===== src/sv/grd_pkg.sv =====
`default_nettype none
package grd_pkg;

    // configuration register indexes
    localparam logic [2:0] REG_CELL_WIDTH  = 3'd0;
    localparam logic [2:0] REG_CELL_HEIGHT = 3'd1;
    localparam logic [2:0] REG_MAP_COLUMNS = 3'd2;
    localparam logic [2:0] REG_MAP_ROWS    = 3'd3;
    localparam logic [2:0] REG_MAX_LENGTH  = 3'd4;

    localparam logic [0:0] CMD_WRITE = 1'b0;
    localparam logic [0:0] CMD_CAST  = 1'b1;

    localparam logic [31:0] SIDE_MAX    = 32'hFFFF_FFFF;
    localparam logic [19:0] LEN_OUT_MAX = 20'hF_FFFF;

    // results of one axis setup
    typedef struct packed {
        logic        busy;
        logic        neg;
        logic [11:0] origin;
        logic [31:0] step;
        logic [31:0] side;
    } grd_axis_t;

endpackage
`default_nettype wire


===== src/sv/grd_div.sv =====
`default_nettype none
module grd_div
    import grd_pkg::*;
(
    input  wire logic        clk,
    input  wire logic        rst_n,
    input  wire logic        start,
    input  wire logic [31:0] dividend,
    input  wire logic [15:0] divisor,
    output logic             done,
    output logic [31:0]      quotient
);

    logic        busy_reg;
    logic        done_reg;
    logic [4:0]  cnt_reg;
    logic [31:0] quo_reg;
    logic [16:0] rem_reg;
    logic [15:0] dsr_reg;
    logic [16:0] rem_sh;
    logic        take;

    // restoring, one quotient bit a cycle; a zero divisor gives all ones
    always_comb
    begin
        rem_sh = {rem_reg[15:0], quo_reg[31]};
        take   = rem_sh >= {1'b0, dsr_reg};
    end

    always_ff @(posedge clk or negedge rst_n)
    begin
        if (!rst_n)
        begin
            busy_reg <= 1'b0;
            done_reg <= 1'b0;
            cnt_reg  <= '0;
        end
        else
        begin
            done_reg <= 1'b0;
            if (start)
            begin
                busy_reg <= 1'b1;
                cnt_reg  <= '0;
            end
            else if (busy_reg)
            begin
                cnt_reg <= cnt_reg + 5'd1;
                if (cnt_reg == 5'd31)
                begin
                    busy_reg <= 1'b0;
                    done_reg <= 1'b1;
                end
            end
        end
    end

    always_ff @(posedge clk)
    begin
        if (start)
        begin
            quo_reg <= dividend;
            rem_reg <= '0;
            dsr_reg <= divisor;
        end
        else if (busy_reg)
        begin
            quo_reg <= {quo_reg[30:0], take};
            rem_reg <= take ? (rem_sh - {1'b0, dsr_reg}) : rem_sh;
        end
    end

    assign done     = done_reg;
    assign quotient = quo_reg;

endmodule
`default_nettype wire


===== src/sv/grd_axis.sv =====
`default_nettype none
module grd_axis
    import grd_pkg::*;
(
    input  wire logic               clk,
    input  wire logic               rst_n,
    input  wire logic               start,
    input  wire logic [19:0]        pos,
    input  wire logic [8:0]         cell_size,
    input  wire logic signed [15:0] dir,
    output grd_axis_t               res
);

    typedef enum logic [2:0] {
        A_IDLE,
        A_DIV_CELL,
        A_FRAC,
        A_DIV_STEP,
        A_DIV_SIDE
    } axis_state_t;

    axis_state_t state_reg;
    logic [19:0] pos_reg;
    logic [8:0]  cellv_reg;
    logic [15:0] mag_reg;
    logic        neg_reg;
    logic [11:0] c_reg;
    logic [16:0] frac_reg;
    logic [31:0] step_reg;
    logic [31:0] side_reg;

    logic        div_start;
    logic [31:0] div_dividend;
    logic [15:0] div_divisor;
    logic        div_done;
    logic [31:0] div_quo;
    logic [8:0]  cellv_in;
    logic [16:0] cpix;
    logic [16:0] side_num;
    logic [20:0] prod;

    assign cellv_in = (cell_size == 9'd0) ? 9'd1 : cell_size;
    assign cpix     = {cellv_reg, 8'd0};
    assign side_num = neg_reg ? frac_reg : (cpix - frac_reg);
    assign prod     = c_reg * cellv_reg;

    always_comb
    begin
        div_start    = 1'b0;
        div_dividend = {20'd0, pos[19:8]};
        div_divisor  = {7'd0, cellv_in};
        case (state_reg)
            A_IDLE:
            begin
                div_start = start;
            end
            A_FRAC:
            begin
                div_start    = 1'b1;
                div_dividend = {cpix, 15'd0};
                div_divisor  = mag_reg;
            end
            A_DIV_STEP:
            begin
                div_start    = div_done;
                div_dividend = {side_num, 15'd0};
                div_divisor  = mag_reg;
            end
            default:
            begin
                div_start = 1'b0;
            end
        endcase
    end

    grd_div u_div (
        .clk      (clk),
        .rst_n    (rst_n),
        .start    (div_start),
        .dividend (div_dividend),
        .divisor  (div_divisor),
        .done     (div_done),
        .quotient (div_quo)
    );

    always_ff @(posedge clk or negedge rst_n)
    begin
        if (!rst_n)
        begin
            state_reg <= A_IDLE;
        end
        else
        begin
            case (state_reg)
                A_IDLE:
                begin
                    if (start)
                    begin
                        state_reg <= A_DIV_CELL;
                    end
                end
                A_DIV_CELL:
                begin
                    if (div_done)
                    begin
                        state_reg <= A_FRAC;
                    end
                end
                A_FRAC:
                begin
                    state_reg <= A_DIV_STEP;
                end
                A_DIV_STEP:
                begin
                    if (div_done)
                    begin
                        state_reg <= A_DIV_SIDE;
                    end
                end
                A_DIV_SIDE:
                begin
                    if (div_done)
                    begin
                        state_reg <= A_IDLE;
                    end
                end
                default:
                begin
                    state_reg <= A_IDLE;
                end
            endcase
        end
    end

    always_ff @(posedge clk)
    begin
        if (state_reg == A_IDLE && start)
        begin
            pos_reg   <= pos;
            cellv_reg <= cellv_in;
            neg_reg   <= dir[15];
            mag_reg   <= dir[15] ? (~dir + 16'd1) : dir;
        end
        if (state_reg == A_DIV_CELL && div_done)
        begin
            c_reg <= div_quo[11:0];
        end
        if (state_reg == A_FRAC)
        begin
            frac_reg <= 17'(pos_reg - {prod[11:0], 8'd0});
        end
        if (state_reg == A_DIV_STEP && div_done)
        begin
            step_reg <= div_quo;
        end
        if (state_reg == A_DIV_SIDE && div_done)
        begin
            side_reg <= div_quo;
        end
    end

    // busy, neg, origin, step, side
    assign res = {state_reg != A_IDLE, neg_reg, c_reg, step_reg, side_reg};

endmodule
`default_nettype wire


===== config.mk =====
export PLATFORM = sky130hd
export DESIGN_NAME = grd_axis
export DESIGN_NICKNAME = d
export VERILOG_FILES = /design/src/sv/grd_pkg.sv /design/src/sv/grd_div.sv /design/src/sv/grd_axis.sv
export SDC_FILE = /design/constraint.sdc
export NUM_CORES = 1
export LEC_CHECK = 0
export BUFFER_PORTS_ARGS = -buffer_cell sky130_fd_sc_hd__buf_2
export CAP_MARGIN = 40
export CORE_MARGIN = 5
export CORE_UTILIZATION = 48
export CTS_CLUSTER_SIZE = 14
export DETAILED_ROUTE_END_ITERATION = 16
export PLACE_DENSITY = 0.68
export SETUP_SLACK_MARGIN = 0.1
export SYNTH_ARGS = -nofsm -noshare
export SYNTH_HDL_FRONTEND = slang
export SYNTH_SLANG_ARGS = --single-unit

===== constraint.sdc =====
create_clock -name clk -period 11.17 [get_ports clk]
set_clock_uncertainty 0.15 [all_clocks]
set_input_delay 2.234 -clock clk [delete_from_list [all_inputs] [get_ports clk]]
set_output_delay 2.234 -clock clk [all_outputs]
set_load 0.01 [all_outputs]

After elaboration in Yosys (flattened, before gate mapping) --
Cells that the tools add are included.
Storage, ports and cells: register bits after elaboration 210, latch bits 0, bits in writable memories 0, memory bits (read-only) 0, output and inout port bits 78, word-level logic and storage cells 66, memories 0
Operators by class: $add $sub $neg 5, multipliers 1, divide/modulo/power cells 0, magnitude comparators 1, equal/unequal tests 9, shift operators 0, muxes and demuxes 22, bitwise operators 1, reductions and logical operators 10
Operator list (number):
- 2-to-1 mux 32 bit | 2
- one-hot mux 32 bit (2 select lines) | 1
- subtractor 17 bit | 2
- 2-to-1 mux 9 bit | 2
- >= comparator 17 x 16 -> 1 bit | 1
- 2-to-1 mux 17 bit | 1
- adder 16 x 1 -> 16 bit (second input constant) | 1
- 2-to-1 mux 16 bit | 1
- inverter 16 bit | 1
- subtractor 16 bit | 1
- 2-to-1 mux 15 bit | 1
- one-hot mux 3 bit (5 select lines) | 1
- multiplier 12 x 9 -> 9 bit | 1
- 2-to-1 mux 3 bit | 4
- 2-to-1 mux 5 bit | 2
- logical NOT 9 bit | 1
- == test 3 x 2 -> 1 bit (second input constant) | 2
- 2-to-1 mux 1 bit | 6
- inequality test 2 x 1 -> 1 bit (second input constant) | 3
- adder 5 x 1 -> 5 bit (second input constant) | 1
- == test 5 bit (second input constant) | 1
- logical AND 1 bit | 4
- AND reduction 4 bit | 1
- == test 3 x 1 -> 1 bit (second input constant) | 1
- 7 further kinds | 7

Longest topological paths before layout --
Gate-level depths: netlist of the first run.
depth in word-level cells 4, mapped depth 18

By module --
Synthesis of the first run repeated with hierarchy kept, for this count alone.
Second synthesis, totals: cell total of the unflattened synthesis 925, area total of the unflattened synthesis 11039.3 sq um
Modules (own cells, without submodules):
- grd_axis | times used 1, cells each 572, area each 7111.8 sq um, seq. area each 4159.0 sq um
- grd_div | times used 1, cells each 353, area each 3927.5 sq um, seq. area each 1936.9 sq um

Worst setup path after synthesis of the first run --
OpenSTA, ideal clock, no wires.
kind input to register, start in start, end reg cellv_reg[0], enable pin, setup time 424 ps, arrival time 3855 ps, required time 10596 ps, path slack 6740 ps, stages on the path 3, path buffers 1, cells stage by stage inv_1 nor2_1 clkbuf_1
On the way: word-level cells in the longest chain between the ends 1
RTL lines:
- start: declaration | line grd_axis.sv:7 | input wire logic start,
- logical AND 1 bit | line grd_axis.sv:137 | if (state_reg == A_IDLE && start)
- end signal: assignment | line grd_axis.sv:140 | cellv_reg <= cellv_in;
- end: declaration | line grd_axis.sv:24 | logic [8:0] cellv_reg;
Every way passes these cells. A chain may end at the register's enable or synchronous reset.

Final worst setup path of the first run --
start reg cellv_reg[0], end reg frac_reg[16], data pin
On the way: word-level cells in the longest chain between the ends 2
RTL lines:
- multiplier 12 x 9 -> 9 bit | line grd_axis.sv:45 | assign prod = c_reg * cellv_reg;
- subtractor 17 bit | line grd_axis.sv:150 | frac_reg <= 17'(pos_reg - {prod[11:0], 8'd0});
- end signal: assignment | line grd_axis.sv:150
- end: declaration | line grd_axis.sv:28 | logic [16:0] frac_reg;
Every way passes these cells.

==> run_results.csv, run 1 <==
group,metric,value,unit
status,status,"complete, no violations",
power,powerDensity,128,nW/um^2
final_layout,diodes,0,
global_route,grt_pass1_wl,38900,um
run,maxCapViolCount,0,
clock_tree,ctsRootBufferMaster,"clkbuf_16",
timing,worst_pin_slew,852,ps
critical_path,rrSetupSlack,6540,ps
timing,fmax,216,MHz
final_layout,final_cell_mix,"184 x edfxtp_1, 125 x buf_2, 101 x nand2_1",
clock_tree,clk_pin_slew,60,ps
die,start_util,49.0,%
placement,gp_congestion,0.867,
timing,finalCriticalPeriod,4630,ps
critical_path,slowest_delay,630,ps
die,io_pins,126,
critical_path,critPathTopFamily,"adder cells",
timing,hold_viol,0,
yosys,ys.flop_type,"edfxtp_1",
final_layout,multiInputGateArea,4210,um^2
die,die_h,160,um
critical_path,arrival,4720,ps
routing,ant_nets,0,
yosys,synthCells,898,
clock_tree,htree_levels,1,
timing,setup_ws,6540,ps
timing,fin_crit_sh,41.4,%
worst_hold_path,min_from,"pos_reg[2]",
yosys,netlist_area,10700,um^2
routing,drc,0,
routing,wl,23800,um
final_layout,stdcell_area,12400,um^2
final_layout,final_layout_size_suffix_gt1_share,17.9,%
die,die_area,25500,um^2
global_route,grt_antenna_before_repair,0,
placement,placed_cell_area,11700,um^2
routing,num_vias,7334,
global_route,grt_pass1_vias,7227,
final_layout,layout_commonest_cell,"edfxtp_1",
die,core_area,21900,um^2
worst_hold_path,hold_path.class,"flip-flop to flip-flop",
timing,fin_setup_tns,0,ps
critical_path,crit_start,"cellv_reg[0]",
yosys,ys_types,74,
clock_tree,clock_path_buffers,3,
die,fp.dieW,160,um
final_layout,fill_cells,1864,
routing,first_pass_iters,4,
critical_path,crit_slowest_cell,"edfxtp_1",
yosys,synth-edff-count,184,
yosys,synth_fp_nets,1019,
placement,pre_cts_ws,6390,ps
global_route,grt_start_max_net_pins,55,
critical_path,cp_num_buf_inv,4,
clock_tree,cts_setup_buffers,0,
critical_path,path_depth,15,
critical_path,crit_path_end,"frac_reg[16]",
critical_path,worst-endpoint-required,11260,ps
routing,wire_per_inst,18.1,um
critical_path,critPathLaunchType,"flip-flop",
routing,drtIter0Drc,417,
clock_tree,cts_buffers,23,
clock_tree,postCtsHoldBufs,0,
yosys,avgSynthCellArea,12.0,um^2
critical_path,cp_cell_sequence,"nand2_1 > fa_1 > inv_1 > fa_1 > ha_1 > inv_1 > fa_1 > inv_1 > fa_1 > inv_1 > ha_1 > o21ai_0 > nor2_1 > o41ai_1 > xnor2_1",
timing,holdWs,271,ps
yosys,yosys_register_bits,210,
final_layout,fin_util,56.5,%
timing,setup_viol,0,
power,vdd_drop_max,0.0000795,V
clock_tree,clkSinkCount,210,
routing,vias_per_cell,5.56,
clock_tree,post_cts_resized,0,
placement,dp_hpwl,17300,um
timing,slew_violations,0,
final_layout,seqCellArea,6100,um^2
global_route,grt_overflow,0,
critical_path,critPathMaxFanout,11,
final_layout,area_growth_syn_to_layout,15.3,%
yosys,ys_seq_area_share,56.8,%
yosys,yosysWarnings,0,
placement,port-buffer-count,125,
power,leakagePower,0.00508,uW
global_route,grt_use_total,18.5,%
die,rows,54,
final_layout,final_nets,1146,
critical_path,r2r-end,"frac_reg[16]",
clock_tree,clkLatencyLatePin,500,ps
critical_path,r2r_cells,15,
timing,slew_headroom,43.2,%
yosys,async_flop_share,4.76,%
timing,rsz0062_at_grt,"false",
critical_path,critPathKind,"flip-flop to flip-flop",
clock_tree,tritoncts,"done",
critical_path,r2r-start,"cellv_reg[0]",
critical_path,endpoint_kind,"flip-flop",
[layout make-up]
type | instances | area share (%)
clock buffer | 27 | 4.77
tap | 280 | 2.83
multi-input combinational | 575 | 34.0
timing repair buffer | 136 | 5.88
inverter | 79 | 2.40
sequential | 210 | 49.3
clock inverter | 13 | 0.880
[routing by layer]
| metal | global-route usage, % | vias up | part of all wire (%) |
|---|---|---|---|
| met2 | 30.4 | 224 | 47 |
| met4 | 3.99 | 0 | 1.7 |
| met5 | 0 | - | 0 |
| met1 | 26.0 | 3580 | 44 |
| met3 | 3.44 | 33 | 7.0 |
| li1 | - | 3497 | - |
[power breakdown]
part	total, uW	internal, uW	switching (uW)
combinational	23.3	10.8	12.5
sequential	845	845	0
clock	714	421	293
total	1580	1280	305
[per-stage QoR]
stage | std cells | total power (uW)
after floorplan | 898 | 870
after global placement | 1278 | 884
after detailed placement | 1280 | 884
after CTS | 1320 | 1600
after global routing | 1320 | 1630
final | 1320 | 1580
[how the worst min path moves through the flow]
stage,to,slack (ps),cells past startpoint
global placement,frac_reg[3],260,0
CTS,frac_reg[7],270,0
floorplan,frac_reg[0],250,0
detailed placement,frac_reg[2],260,0
global route,frac_reg[4],280,0
finish,frac_reg[2],270,0
[Yosys cell counts, types with 11 or more instances]
cell      instances  area, um^2
ha_1             53         663
nand2_1         101         379
clkbuf_1         24        90.1
dfxtp_1          16         320
nand3_1          15        75.1
fa_1             20         400
o21ai_0          47         235
a21oi_1          28         140
edfxtp_1        184        5530
nor3_1           12        60.1
xor2_1           11        96.3
inv_1            79         297
nor2_1           43         161
and2_1           26         163
and3_1           13        81.3
a22o_1           12         105
xnor2_1          52         455
[cells by family (layout without fill, tap and decap cells)]
group                      Yosys count  after routing  share of synthesized area, %
and+or+nand+nor                    255            255                          11.6
AOI/OAI and AO/OA                  178            178                          11.8
adders and majority gates           73             73                          9.91
buffers and inverters              113            255                          4.16
xor gates and xnor gates            63             63                          5.14
DFF                                210            210                          56.8
muxes                                6              6                         0.571
(Power assumes the default switching activity.)
==> run 2: changes to the inputs <==
==> constraint.sdc (replaced) <==
create_clock -name clk -period 4.4 [get_ports clk]
set_clock_uncertainty 0.15 [all_clocks]
set_input_delay 0.88 -clock clk [delete_from_list [all_inputs] [get_ports clk]]
set_output_delay 0.88 -clock clk [all_outputs]
set_load 0.01 [all_outputs]
==> run_results.csv, run 2 (same netlist as run 1, synthesis figures left out) <==
group,metric,value,unit
critical_path,critPathKind,"flip-flop to flip-flop",
final_layout,seqCellArea,6100,um^2
final_layout,multiInputGateArea,4320,um^2
power,powerDensity,322,nW/um^2
routing,drtIter0Drc,441,
worst_hold_path,hold_path.class,"primary input to asynchronous set/reset pin",
timing,fmax,232,MHz
clock_tree,htree_levels,1,
timing,rsz0062_at_grt,"true",
power,p_seq_share,52.2,%
clock_tree,clkSinkCount,210,
die,core_area,21900,um^2
clock_tree,tritoncts,"done",
die,die_h,160,um
global_route,grt_start_max_net_pins,54,
routing,first_pass_iters,5,
final_layout,final_layout_size_suffix_gt1_share,22.3,%
critical_path,arrival,4420,ps
power,comb_power_share,1.4,%
placement,placed_cell_area,11800,um^2
final_layout,final_cell_count_no_fill,1345,
clock_tree,cts_buffers,24,
run,maxCapViolCount,0,
global_route,grt_pass1_wl,38400,um
critical_path,critPathMaxFanout,4,
clock_tree,clkLatencyLatePin,510,ps
power,clkPwrFrac,46.4,%
critical_path,worst-endpoint-required,4510,ps
timing,fin_setup_tns,0,ps
clock_tree,clk_pin_slew,60,ps
clock_tree,ctsRootBufferMaster,"clkbuf_16",
timing,fin_crit_sh,98.1,%
global_route,grt_antenna_before_repair,1,
timing,hold_viol,0,
final_layout,layout_commonest_cell,"edfxtp_1",
final_layout,final_cell_mix,"184 x edfxtp_1, 125 x buf_2, 98 x nand2_1",
global_route,grt_overflow,0,
routing,vias_per_cell,5.42,
timing,slew_headroom,49.6,%
die,io_pins,126,
routing,num_vias,7296,
routing,wire_per_inst,17.7,um
placement,dp_cells,1294,
die,start_util,49.0,%
clock_tree,postCtsHoldBufs,0,
power,p_sw_share,19.2,%
die,rows,54,
placement,port-buffer-count,125,
placement,gp_congestion,0.870,
timing,slew_violations,0,
final_layout,diodes,0,
final_layout,final_nets,1172,
timing,worst_pin_slew,757,ps
power,leakagePower,0.00522,uW
die,fp.dieW,160,um
clock_tree,clock_path_buffers,3,
critical_path,critPathLaunchType,"flip-flop",
global_route,grt_pass1_vias,7335,
timing,finalCriticalPeriod,4310,ps
timing,setup_viol,0,
routing,drc,0,
critical_path,endpoint_kind,"flip-flop",
power,intPower,3320,uW
placement,dp_hpwl,17400,um
final_layout,fill_cells,1803,
routing,ant_nets,0,
power,p_sw,787,uW
final_layout,stdcell_area,12800,um^2
routing,wl,23900,um
status,status,"complete, no violations",
global_route,grt_use_total,18.5,%
final_layout,area_growth_syn_to_layout,18.9,%
power,vdd_drop_max,0.000211,V
die,die_area,25500,um^2
-- run 2: cell type report --
class | instances | area share, %
sequential | 210 | 47.8
multi-input combinational | 575 | 33.8
timing repair buffer | 161 | 7.46
clock buffer | 30 | 5.05
tap | 280 | 2.74
inverter | 79 | 2.32
clock inverter | 10 | 0.833
-- run 2: path summary, 6_finish.rpt --
path                             endpoint         start  slack, ps  depth (start not counted)
min                        u_div.busy_reg         rst_n         70                          1
min in group clk              frac_reg[7]    pos_reg[7]        270                          0
max                          frac_reg[16]  cellv_reg[0]         90                         17
min reg2reg                   frac_reg[7]    pos_reg[7]        270                          0
max reg2reg                  frac_reg[16]  cellv_reg[0]         90                         17
max in group asynchronous    state_reg[2]         rst_n       3830                          1
-- run 2: critical path, stage by stage, from the launching register on --
cell and delay (ps):
edfxtp_1 430, nand2_1 110, fa_1 560, inv_2 40
fa_1 480, ha_1 300, inv_1 50, fa_1 520
inv_2 70, ha_4 230, a21o_1 190, a21oi_2 130
xor2_1 90, ha_1 300, inv_2 40, o21bai_1 170
o41ai_2 110, xnor2_1 130
-- run 2: stage by stage --
stage	setup WS (ps)	utilization, %	total power (uW)	hold WS [ps]
floorplan	106	-	2210	250
global placement	-2.09	53.7	2240	254
detailed placement	-30.1	53.9	2240	255
CTS	97.8	57.8	4150	60.8
global route	-77.7	58.3	4250	72.9
finish	85.4	58.3	4110	71.8
-- run 2: power by group through the flow --
stage	combinational [uW]	clock (uW)	sequential, uW
floorplan	23.7	0	2190
global placement	57.9	0	2190
detailed placement	58.8	0	2190
CTS	59.0	1940	2140
global route	64.8	2040	2140
finish	57.8	1900	2140
-- run 2: repair_timing --
item                       4_1_cts  5_1_grt
resized for setup                8       21
pin swaps                       10       29
setup buffers                    5        7
setup endpoints to repair        2        3
-- run 2: layer usage --
metal	GRT usage [%]	routed length [um]	up-vias
met5	0	13	-
met4	4.38	469	2
met3	3.55	1760	39
met2	30.2	11200	233
met1	25.6	10400	3476
li1	-	-	3546
==> run 3: changes to the inputs <==
--- a/config.mk
+++ b/config.mk
@@ -11,7 +11,7 @@
 export CORE_UTILIZATION = 48
 export CTS_CLUSTER_SIZE = 14
 export DETAILED_ROUTE_END_ITERATION = 16
-export PLACE_DENSITY = 0.68
+export PLACE_DENSITY = 0.67
 export SETUP_SLACK_MARGIN = 0.1
 export SYNTH_ARGS = -nofsm -noshare
 export SYNTH_HDL_FRONTEND = slang
==> run_results.csv, run 3 (same netlist as run 1, synthesis figures left out) <==
group,metric,value,unit
clock_tree,cts_buffers,23,
final_layout,final_cell_mix,"184 x edfxtp_1, 125 x buf_2, 95 x nand2_1",
global_route,grt_antenna_before_repair,0,
timing,finalCriticalPeriod,4180,ps
run,maxCapViolCount,0,
critical_path,crit_slowest_cell,"fa_2",
timing,fmax,239,MHz
critical_path,critPathKind,"flip-flop to flip-flop",
clock_tree,tritoncts,"done",
timing,slew_headroom,46.0,%
critical_path,arrival,4270,ps
critical_path,critPathTopFamily,"adder cells",
power,powerDensity,316,nW/um^2
critical_path,cp_num_buf_inv,4,
placement,dp_hpwl,17000,um
critical_path,critPathMaxFanout,5,
clock_tree,htree_levels,1,
global_route,grt_start_max_net_pins,54,
routing,drc,0,
timing,hold_viol,0,
die,die_h,160,um
critical_path,worst-endpoint-required,4490,ps
final_layout,final_layout_size_suffix_gt1_share,23.7,%
critical_path,slowest_delay,570,ps
timing,setup_ws,219,ps
clock_tree,clock_path_buffers,3,
placement,gp_congestion,0.882,
routing,vias_per_cell,5.42,
clock_tree,clkLatencyLatePin,500,ps
global_route,grt_pass1_vias,7262,
global_route,grt_overflow,0,
die,die_area,25500,um^2
timing,worst_pin_slew,810,ps
routing,wl,23600,um
clock_tree,clk_pin_slew,60,ps
status,status,"complete, no violations",
routing,ant_nets,0,
placement,port-buffer-count,125,
routing,num_vias,7326,
die,rows,54,
final_layout,final_nets,1176,
power,leakagePower,0.00523,uW
timing,rsz0062_at_grt,"true",
timing,fin_crit_sh,95.0,%
final_layout,diodes,0,
die,core_area,21900,um^2
final_layout,area_growth_syn_to_layout,19.1,%
clock_tree,clkSinkCount,210,
routing,first_pass_iters,5,
timing,setup_viol,0,
global_route,grt_pass1_wl,37500,um
die,io_pins,126,
power,vdd_drop_max,0.000210,V
critical_path,endpoint_kind,"flip-flop",
critical_path,cpMostUsedCell,"ha_4",
clock_tree,postCtsHoldBufs,0,
die,fp.dieW,160,um
die,start_util,49.0,%
final_layout,layout_commonest_cell,"edfxtp_1",
critical_path,critPathLaunchType,"flip-flop",
routing,wire_per_inst,17.5,um
placement,pre_cts_ws,63.3,ps
global_route,grt_use_total,17.9,%
critical_path,cp_cell_sequence,"buf_6 > nand2_1 > fa_2 > inv_1 > ha_4 > ha_4 > fa_1 > ha_2 > fa_2 > inv_2 > ha_4 > buf_4 > nor3_1 > a211oi_1 > xnor2_1",
clock_tree,ctsRootBufferMaster,"clkbuf_16",
timing,slew_violations,0,
worst_hold_path,hold_path.class,"primary input to asynchronous set/reset pin",
routing,drtIter0Drc,392,
timing,fin_setup_tns,0,ps
run 3: per-stage QoR:
stage / utilization, % / area (um^2) / hold WS (ps) / cells / total power (uW)
floorplan: - / 10700 / 250 / 898 / 2210
global placement: 53.8 / 11800 / 252 / 1294 / 2240
detailed placement: 54.0 / 11800 / 257 / 1296 / 2240
CTS: 57.4 / 12600 / 82.8 / 1338 / 4080
global route: 58.4 / 12800 / 100 / 1351 / 4170
finish: 58.4 / 12800 / 93.7 / 1351 / 4040
run 3: worst reg2reg max path, cell delays in order (launching register included):
cell	delay, ps
edfxtp_1	410
buf_6	150
nand2_1	80
fa_2	560
inv_1	60
ha_4	240
ha_4	240
fa_1	460
ha_2	210
fa_2	570
inv_2	50
ha_4	210
buf_4	130
nor3_1	170
a211oi_1	90
xnor2_1	140
run 3: power breakdown:
group | switching, uW | internal (uW) | total (uW)
sequential | 0 | 2140 | 2140
combinational | 30.7 | 27.3 | 58.0
clock | 756 | 1080 | 1830
total | 787 | 3250 | 4040
run 3: worst paths after layout:
kind / from / to / slack, ps / depth (start not counted)
worst max-delay path: cellv_reg[2] / frac_reg[15] / 220 / 15
max in group asynchronous: rst_n / state_reg[0] / 3800 / 1
worst min register to register: pos_reg[3] / frac_reg[3] / 260 / 0
worst min-delay path: rst_n / u_div.cnt_reg[4] / 90 / 1
worst max register to register: cellv_reg[2] / frac_reg[15] / 220 / 15
min in group clk: pos_reg[3] / frac_reg[3] / 260 / 0
run 3: timing repair:
item,CTS,global route
pin swaps,3,33
setup endpoints to repair,1,3
setup buffers,1,13
gates resized for setup,3,31
run 3: metal layers:
layer  vias up  GRT usage (%)  part of all wire [%]
met5         -              0                     0
met4         0           4.27                   1.7
met3        31           3.13                   6.2
met2       213           30.5                    48
met1      3535           24.1                    44
li1       3547              -                     -
run 3: layout make-up:
type / count / area, um^2
Sequential cell: 210 / 6100
Clock buffer: 25 / 583
Clock inverter: 16 / 140
Tap cell: 280 / 350
Fill cell: 1823 / 9100
Inverter: 79 / 297
Multi-Input combinational cell: 575 / 4340
Timing Repair Buffer: 166 / 982
